## src/sv/tccs_pkg.sv

```systemverilog
`default_nettype none
package tccs_pkg;

  localparam logic [7:0] NEWLINE_CODE = 8'd10;

  // configuration register indexes
  localparam logic CFG_BACKGROUND = 1'b0;
  localparam logic CFG_FOREGROUND = 1'b1;

  typedef enum logic [1:0] {
    OP_PUT_CHAR   = 2'd0,
    OP_SET_CURSOR = 2'd1,
    OP_CLEAR      = 2'd2,
    OP_READ_CELL  = 2'd3
  } op_t;

  typedef struct packed {
    op_t        op;
    logic [7:0] char_code;
    logic [6:0] pos_x;
    logic [4:0] pos_y;
  } in_item_t;

  typedef struct packed {
    logic [15:0] cell_value;
    logic [6:0]  cursor_col;
    logic [4:0]  cursor_row;
  } out_item_t;

  typedef enum logic [2:0] {
    ST_INIT,
    ST_IDLE,
    ST_EXEC,
    ST_CLEAR,
    ST_SCROLL,
    ST_DONE
  } state_t;

  // controller to datapath
  typedef struct packed {
    logic load;
    logic write_char;
    logic advance;
    logic set_cursor;
    logic sweep_start;
    logic clear_step;
    logic scroll_step;
    logic out_load;
  } cmd_t;

  // datapath to controller
  typedef struct packed {
    op_t  op;
    logic scroll_needed;
    logic clear_done;
    logic scroll_done;
    logic out_busy;
  } sts_t;

endpackage
`default_nettype wire

```

## src/sv/tccs_ctrl.sv

```systemverilog
`default_nettype none
module tccs_ctrl (
  input  wire logic          clk,
  input  wire logic          rst_n,
  input  wire logic          in_valid,
  output logic               in_ready,
  input  wire tccs_pkg::sts_t sts,
  output tccs_pkg::cmd_t     cmd
);
  import tccs_pkg::*;

  state_t state_r, state_nxt;

  always_ff @(posedge clk) begin
    if (!rst_n) begin
      state_r <= ST_INIT;
    end else begin
      state_r <= state_nxt;
    end
  end

  always_comb begin
    state_nxt = state_r;
    cmd       = '0;
    in_ready  = 1'b0;
    unique case (state_r)
      ST_INIT: begin
        cmd.clear_step = 1'b1;
        if (sts.clear_done) begin
          state_nxt = ST_IDLE;
        end
      end
      ST_IDLE: begin
        in_ready = 1'b1;
        if (in_valid) begin
          cmd.load  = 1'b1;
          state_nxt = ST_EXEC;
        end
      end
      ST_EXEC: begin
        unique case (sts.op)
          OP_PUT_CHAR: begin
            cmd.write_char = 1'b1;
            cmd.advance    = 1'b1;
            if (sts.scroll_needed) begin
              cmd.sweep_start = 1'b1;
              state_nxt       = ST_SCROLL;
            end else begin
              state_nxt = ST_DONE;
            end
          end
          OP_SET_CURSOR: begin
            cmd.set_cursor = 1'b1;
            state_nxt      = ST_DONE;
          end
          OP_CLEAR: begin
            cmd.sweep_start = 1'b1;
            state_nxt       = ST_CLEAR;
          end
          OP_READ_CELL: begin
            state_nxt = ST_DONE;
          end
          default: begin
            state_nxt = ST_DONE;
          end
        endcase
      end
      ST_CLEAR: begin
        cmd.clear_step = 1'b1;
        if (sts.clear_done) begin
          state_nxt = ST_DONE;
        end
      end
      ST_SCROLL: begin
        cmd.scroll_step = 1'b1;
        if (sts.scroll_done) begin
          state_nxt = ST_DONE;
        end
      end
      ST_DONE: begin
        if (!sts.out_busy) begin
          cmd.out_load = 1'b1;
          state_nxt    = ST_IDLE;
        end
      end
      default: begin
        state_nxt = ST_IDLE;
      end
    endcase
  end

endmodule
`default_nettype wire

```

## config.mk

```make
export PLATFORM = sky130hd
export DESIGN_NAME = tccs_ctrl
export DESIGN_NICKNAME = d
export VERILOG_FILES = /design/src/sv/tccs_pkg.sv /design/src/sv/tccs_ctrl.sv
export SDC_FILE = /design/constraint.sdc
export NUM_CORES = 1
export LEC_CHECK = 0
export ABC_AREA = 1
export BUFFER_PORTS_ARGS = -buffer_cell sky130_fd_sc_hd__buf_2
export CAP_MARGIN = 15
export CELL_PAD_IN_SITES_DETAIL_PLACEMENT = 1
export CELL_PAD_IN_SITES_GLOBAL_PLACEMENT = 1
export CORE_AREA = 2 2 39 41
export DETAILED_ROUTE_END_ITERATION = 6
export DIE_AREA = 0 0 41 43
export HOLD_SLACK_MARGIN = 0.06
export PLACE_DENSITY_LB_ADDON = 0.1
export REMOVE_ABC_BUFFERS = 1
export SLEW_MARGIN = 20
export SYNTH_ARGS = -nofsm -noshare
export SYNTH_HDL_FRONTEND = slang
export SYNTH_SLANG_ARGS = --single-unit
```

## constraint.sdc

```tcl
create_clock -name clk -period 1.8 [get_ports clk]
set_input_delay 0.18 -clock clk [delete_from_list [all_inputs] [get_ports clk]]
set_output_delay 0.18 -clock clk [all_outputs]
set_load 0.005 [all_outputs]
```

==> results_dict.tcl, run 1 <==
set metrics [dict create \
    status "finished, final reports clean" \
    hold_class "in -> reg" \
    preCtsSetupSlack_ns 0.5087 \
    reg2reg_to "state_r[0]" \
    fin_crit_sh_pct 84.62 \
    cts_buffers 3 \
    place_hpwl_um 832.3 \
    clk_latency_ns 0.23 \
    area_growth_syn_to_layout_pct 36.00 \
    diodes 0 \
    remaining_drc_errors 0 \
    regMostFlops "state_r" \
    grt_max_degree 10 \
    final_nets 95 \
    final_common_cell "buf_2" \
    p_int_uw 322.7 \
    fin_total_pwr_uw 639.7 \
    vias 458 \
    yosysSeqAreaShare_pct 17.45 \
    mostFrequentLayoutCells "buf_2 (17), nand2_1 (14), nor2_1 (14)" \
    max_freq_mhz 656.5 \
    start_kind "flop" \
    io_buffers 17 \
    largest_reg_flops 3 \
    hold_buffers 0 \
    r2r-start "state_r[0]" \
    reg_top3 "state_r: 3 flops" \
    cp_max_fo 7 \
    synth_cell_types 15 \
    htree_levels 1 \
    drt_wl_total_um 991 \
    via_per_inst 4.535 \
    wl_per_cell_um 9.812 \
    clock-root-buffer "clkbuf_4" \
    grtUsageTotal_pct 12.55 \
    slowest_stage "dfxtp_1" \
    maxSlewViolCount 0 \
    cts_sinks 3 \
    synth_area_leaders "dfxtp_1 (17%), nand2_1 (15%), nor2_1 (15%)" \
    synth-seq-cells 3 \
    layout.cells.non_filler 101 \
    die_height_um 43 \
    comb_power_share_pct 60.4 \
    netSwitchingPower_uw 317.1 \
    gr-total-overflow 0 \
    cts.clk_slew.worst_paths_ns 0.04 \
    dp.cells 97 \
    gp_congestion 0.7870 \
    synthCells 65 \
    post-route-min-period_ns 1.523 \
    cp-end-kind "output pin" \
    p_sw_share_pct 49.56 \
    syn_area_per_cell_um2 5.294 \
    min_from "rst_n" \
    cts_resized 0 \
    chipWidth_um 41 \
    drt_iter0_drc 1 \
    die_area_um2 1763 \
    setup_viol 0 \
    yosysTopAreaCell "dfxtp_1" \
    row_count 14 \
    yosys_warnings 0 \
    cp_common_cell "inv_1" \
    leakage_nw 0.2971 \
    critPathArrivalTime_ns 1.34 \
    min_delay_worst_endpoint "state_r[2]" \
    min_path_cells 3 \
    ioPinCount 18 \
    skew_ns 0.0002417 \
    initial_utilization_pct 24.86 \
    required_ns 1.62 \
    worstMarginPinSlew_ns 0.2551 \
    p_clk_share_pct 17.9 \
    tns_ns 0 \
    grt_pass1_wl_um 1559 \
    rr_worst_depth 7 \
    drv_cap 0 \
    peakVddDrop_v 0.0006116 \
    grt_pass1_vias 400 \
    worstSetupPathType "reg -> out" \
    timing.hold.ws_ns 0.1985 \
    clk_path_buf_depth 2 \
    hold_viol 0 \
    cts_tree "built" \
    p_per_area_nw_per_um2 1367 \
    cp_cell_sequence "inv_1 > nand2_1 > nor2_1 > inv_1 > nor3_1 > buf_2" \
    r2r_slack_ns 0.56 \
    seqPwrFrac_pct 21.7 \
    fp.coreArea_um2 1384 \
    grt_antenna_before_repair 0 \
    antenna_left 0 \
    dr.pass1.iters 4 \
    relSlewSlack_pct 82.97 \
    cts_setup_buffers 0 \
    synth_top_cell_area_share_pct 17.45 \
    netlist_area_um2 344.1 \
    cpPeakStageDelay_ns 0.37 \
    layout_setup_ws_ns 0.2768 \
    drive_gt1_share_pct 29.41 \
    rsz0062_at_grt "no" \
]
-- synthesized netlist by cell type --
| cell type | n |
|---|---|
| nand2_1 | 14 |
| nor2_1 | 14 |
| inv_1 | 12 |
| nand3_1 | 5 |
| nor3_1 | 4 |
| dfxtp_1 | 3 |
| nand4_1 | 3 |
| o21ai_0 | 3 |
| a21oi_1 | 1 |
| buf_4 | 1 |
| inv_2 | 1 |
| nand2_2 | 1 |
| nand2_4 | 1 |
| nand3_2 | 1 |
| nor2_4 | 1 |
-- power by group through the flow --
stage	registers (mW)	clock network, mW	logic (mW)
2_1_floorplan	0.129	0	0.279
3_3_place_gp	0.141	0	0.401
3_5_place_dp	0.141	0	0.393
4_1_cts	0.140	0.121	0.393
5_1_grt	0.143	0.125	0.452
6_report	0.139	0.114	0.387
-- final cells by class --
| type | instances | area [um2] |
|---|---|---|
| multi-input cells | 48 | 227.7 |
| well taps | 16 | 20.02 |
| inverters | 13 | 48.80 |
| fillers | 207 | 915.9 |
| flip-flops and latches | 3 | 60.06 |
| repair buffers | 17 | 85.08 |
| clock buffers | 4 | 26.28 |
-- metrics by stage --
| step | util (%) | area [um2] |
|---|---|---|
| after CTS | 33.82 | 467.9 |
| after global routing | 33.82 | 467.9 |
| after global placement | 31.92 | 441.7 |
| after floorplan | - | 336.6 |
| final | 33.82 | 467.9 |
| after detailed placement | 31.92 | 441.7 |
-- logic make-up after synthesis --
group                  Yosys count  share of synthesized area [%]
AND/OR/NAND/NOR                 44                          60.36
AO/OA/AOI/OAI                    4                          5.816
buffers and inverters           14                          16.36
flip-flops                       3                          17.46
-- how the worst max path moves through the flow --
stage / startpoint / end / slack, ns / cells after the start
2_1_floorplan: state_r[0] / cmd[5] / 0.69 / 5
3_3_place_gp: state_r[0] / cmd[5] / 0.50 / 6
3_5_place_dp: state_r[0] / cmd[6] / 0.51 / 6
4_1_cts: state_r[0] / cmd[6] / 0.25 / 6
5_1_grt: state_r[0] / cmd[6] / 0.1 / 6
6_report: state_r[0] / cmd[5] / 0.28 / 6
-- routing by layer --
layer  up-vias  track usage (%)  part of all wire (%)
met5         -                0                     0
met4         0                0                     0
met3         0            4.712                   5.3
met2        12            19.69                    47
met1       201            17.04                    47
li1        245                -                     -
-- worst max-delay path, delay by kind of cell (launching register included) --
family	cells	cell delay, ns
simple gates	3	0.40
flops	1	0.37
buf+inv	3	0.36
Power figures use the tool's default switching activity.
==> run 2, diff against run 1 <==
--- a/config.mk
+++ b/config.mk
@@ -10,9 +10,9 @@
 export CAP_MARGIN = 15
 export CELL_PAD_IN_SITES_DETAIL_PLACEMENT = 1
 export CELL_PAD_IN_SITES_GLOBAL_PLACEMENT = 1
-export CORE_AREA = 2 2 39 41
+export CORE_MARGIN = 2
+export CORE_UTILIZATION = 25
 export DETAILED_ROUTE_END_ITERATION = 6
-export DIE_AREA = 0 0 41 43
 export HOLD_SLACK_MARGIN = 0.06
 export PLACE_DENSITY_LB_ADDON = 0.1
 export REMOVE_ABC_BUFFERS = 1
==> constraint.sdc (replaced) <==
create_clock -name clk -period 1.5 [get_ports clk]
set_input_delay 0.15 -clock clk [delete_from_list [all_inputs] [get_ports clk]]
set_output_delay 0.15 -clock clk [all_outputs]
set_load 0.005 [all_outputs]
==> run 2 against run 1 <==
Global-route usage is 2.5 points higher. Clock-buffer cell count did not move. Critical path depth stayed put. Cell count down 0.99%. Total power is 24% higher. Clock power grew 29%. Die area down 4.2%. Sequential cell count is the same. Critical endpoint is now cmd[4].
==> results_dict.tcl, run 2 (synthesis gave the netlist of run 1 again) <==
set metrics [dict create \
    mostFrequentLayoutCells "buf_2 (17), nand2_1 (14), nor2_1 (13)" \
    setup_viol 0 \
    regMostFlops "state_r" \
    cp_num_buf_inv 3 \
    relSlewSlack_pct 81.11 \
    io_buffers 17 \
    cpPeakStageDelay_ns 0.35 \
    top_layer "met3" \
    cp_cell_sequence "inv_1 > nand2_1 > nor2_2 > inv_1 > nor3_1 > buf_2" \
    die_area_um2 1689 \
    htree_levels 1 \
    skew_ns 0.009621 \
    ioPinCount 18 \
    worstMarginPinSlew_ns 0.2829 \
    gr-total-overflow 0 \
    cts_tree "built" \
    chipWidth_um 41.10 \
    cts.clk_slew.worst_paths_ns 0.04 \
    max_freq_mhz 728.7 \
    p_per_area_nw_per_um2 1662 \
    vias 440 \
    reg_top3 "state_r: 3 flops" \
    leakage_nw 0.2984 \
    drt_wl_total_um 1036 \
    cp_max_fo 7 \
    crit_family "flip-flops" \
    area_growth_syn_to_layout_pct 38.55 \
    placed_cell_area_um2 440.4 \
    final_nets 95 \
    post-route-min-period_ns 1.372 \
    start_kind "flop" \
    place_hpwl_um 884.2 \
    peakVddDrop_v 0.0004552 \
    grtUsageTotal_pct 15.06 \
    drt_iter0_drc 3 \
    cp-end-kind "output pin" \
    status "finished, final reports clean" \
    final_common_cell "buf_2" \
    maxSlewViolCount 0 \
    fp.coreArea_um2 1301 \
    slowest_stage "dfxtp_2" \
    via_per_inst 4.400 \
    drive_gt1_share_pct 35.29 \
    initial_utilization_pct 26.44 \
    fillers 204 \
    remaining_drc_errors 0 \
    worstSetupPathType "reg -> out" \
    row_count 13 \
    required_ns 1.35 \
    critPathArrivalTime_ns 1.22 \
    clk_path_buf_depth 2 \
    clock-root-buffer "clkbuf_4" \
    diodes 0 \
    grt_max_degree 10 \
    hold_class "in -> reg" \
    grt_pass1_vias 398 \
    cp_common_cell "inv_1" \
    tns_ns 0 \
    grt_pass1_wl_um 1628 \
    dr.pass1.iters 3 \
    antenna_left 0 \
    rsz0062_at_grt "no" \
    fin_util_pct 36.63 \
    die_height_um 41.10 \
    drt-met1-wl_um 482 \
    wl_met2_um 511 \
    grt_antenna_before_repair 0 \
    drv_cap 0 \
    largest_reg_flops 3 \
    gp_congestion 0.6840 \
    hold_buffers 0 \
    route.met3.wl_um 42 \
    cts_sinks 3 \
    cts_buffers 3 \
    final_area_um2 476.7 \
    fin_crit_sh_pct 91.49 \
    wl_per_cell_um 10.36 \
    hold_viol 0 \
    clk_latency_ns 0.24 \
]
run 2: worst paths after layout:
path / start / endpoint / slack, ns / cells past startpoint
worst max-delay path: state_r[0] / cmd[4] / 0.13 / 6
worst min-delay path: rst_n / state_r[0] / 0.16 / 3
worst max register to register: state_r[2] / state_r[1] / 0.25 / 7
worst min register to register: state_r[0] / state_r[0] / 0.59 / 4
run 2: per-stage QoR:
| stage | setup WS [ns] | power [mW] | hold WS, ns | cells |
|---|---|---|---|---|
| 4_1_cts | 0.01508 | 0.7968 | 0.1581 | 100 |
| 2_1_floorplan | 0.4242 | 0.4901 | 0.2704 | 64 |
| 5_1_grt | 0.03123 | 0.8904 | 0.1738 | 100 |
| 6_report | 0.1276 | 0.7922 | 0.1554 | 100 |
| 3_3_place_gp | 0.2361 | 0.6519 | 0.4119 | 96 |
| 3_5_place_dp | 0.2258 | 0.6384 | 0.4162 | 96 |
run 2: routing by layer:
metal | vias up | global-route usage [%]
li1 | 241 | -
met1 | 186 | 18.73
met2 | 13 | 24.22
met3 | 0 | 1.630
met4 | 0 | 9.677
met5 | - | 0
run 2: what timing repair did:
item / CTS / global route
gates resized for setup: 1 / 4
buffers inserted: 0 / 0
endpoints found under the setup margin: 2 / 4
run 2: area by class of cell:
cell class | instances | area (um2) | area share, %
inverter | 13 | 48.80 | 10.24
clock buffer | 4 | 26.28 | 5.512
timing repair buffer | 17 | 85.08 | 17.85
sequential | 3 | 62.56 | 13.12
tap | 15 | 18.77 | 3.937
multi-input combinational | 48 | 235.2 | 49.34
run 2: worst register-to-register path, cell delays in order (launching register included):
cell and delay [ns]:
dfxtp_1 0.47, inv_2 0.14, nand3_1 0.11, nand2_1 0.06
nor2_1 0.16, nand3_1 0.09, nand2_1 0.07, nor2_1 0.04
run 2: power breakdown:
group	switching, mW	leakage [nW]	internal, mW
Combinational	0.293	0.258	0.179
Clock	0.0467	0.0150	0.100
Sequential	0.0569	0.0255	0.117
Total	0.397	0.298	0.395
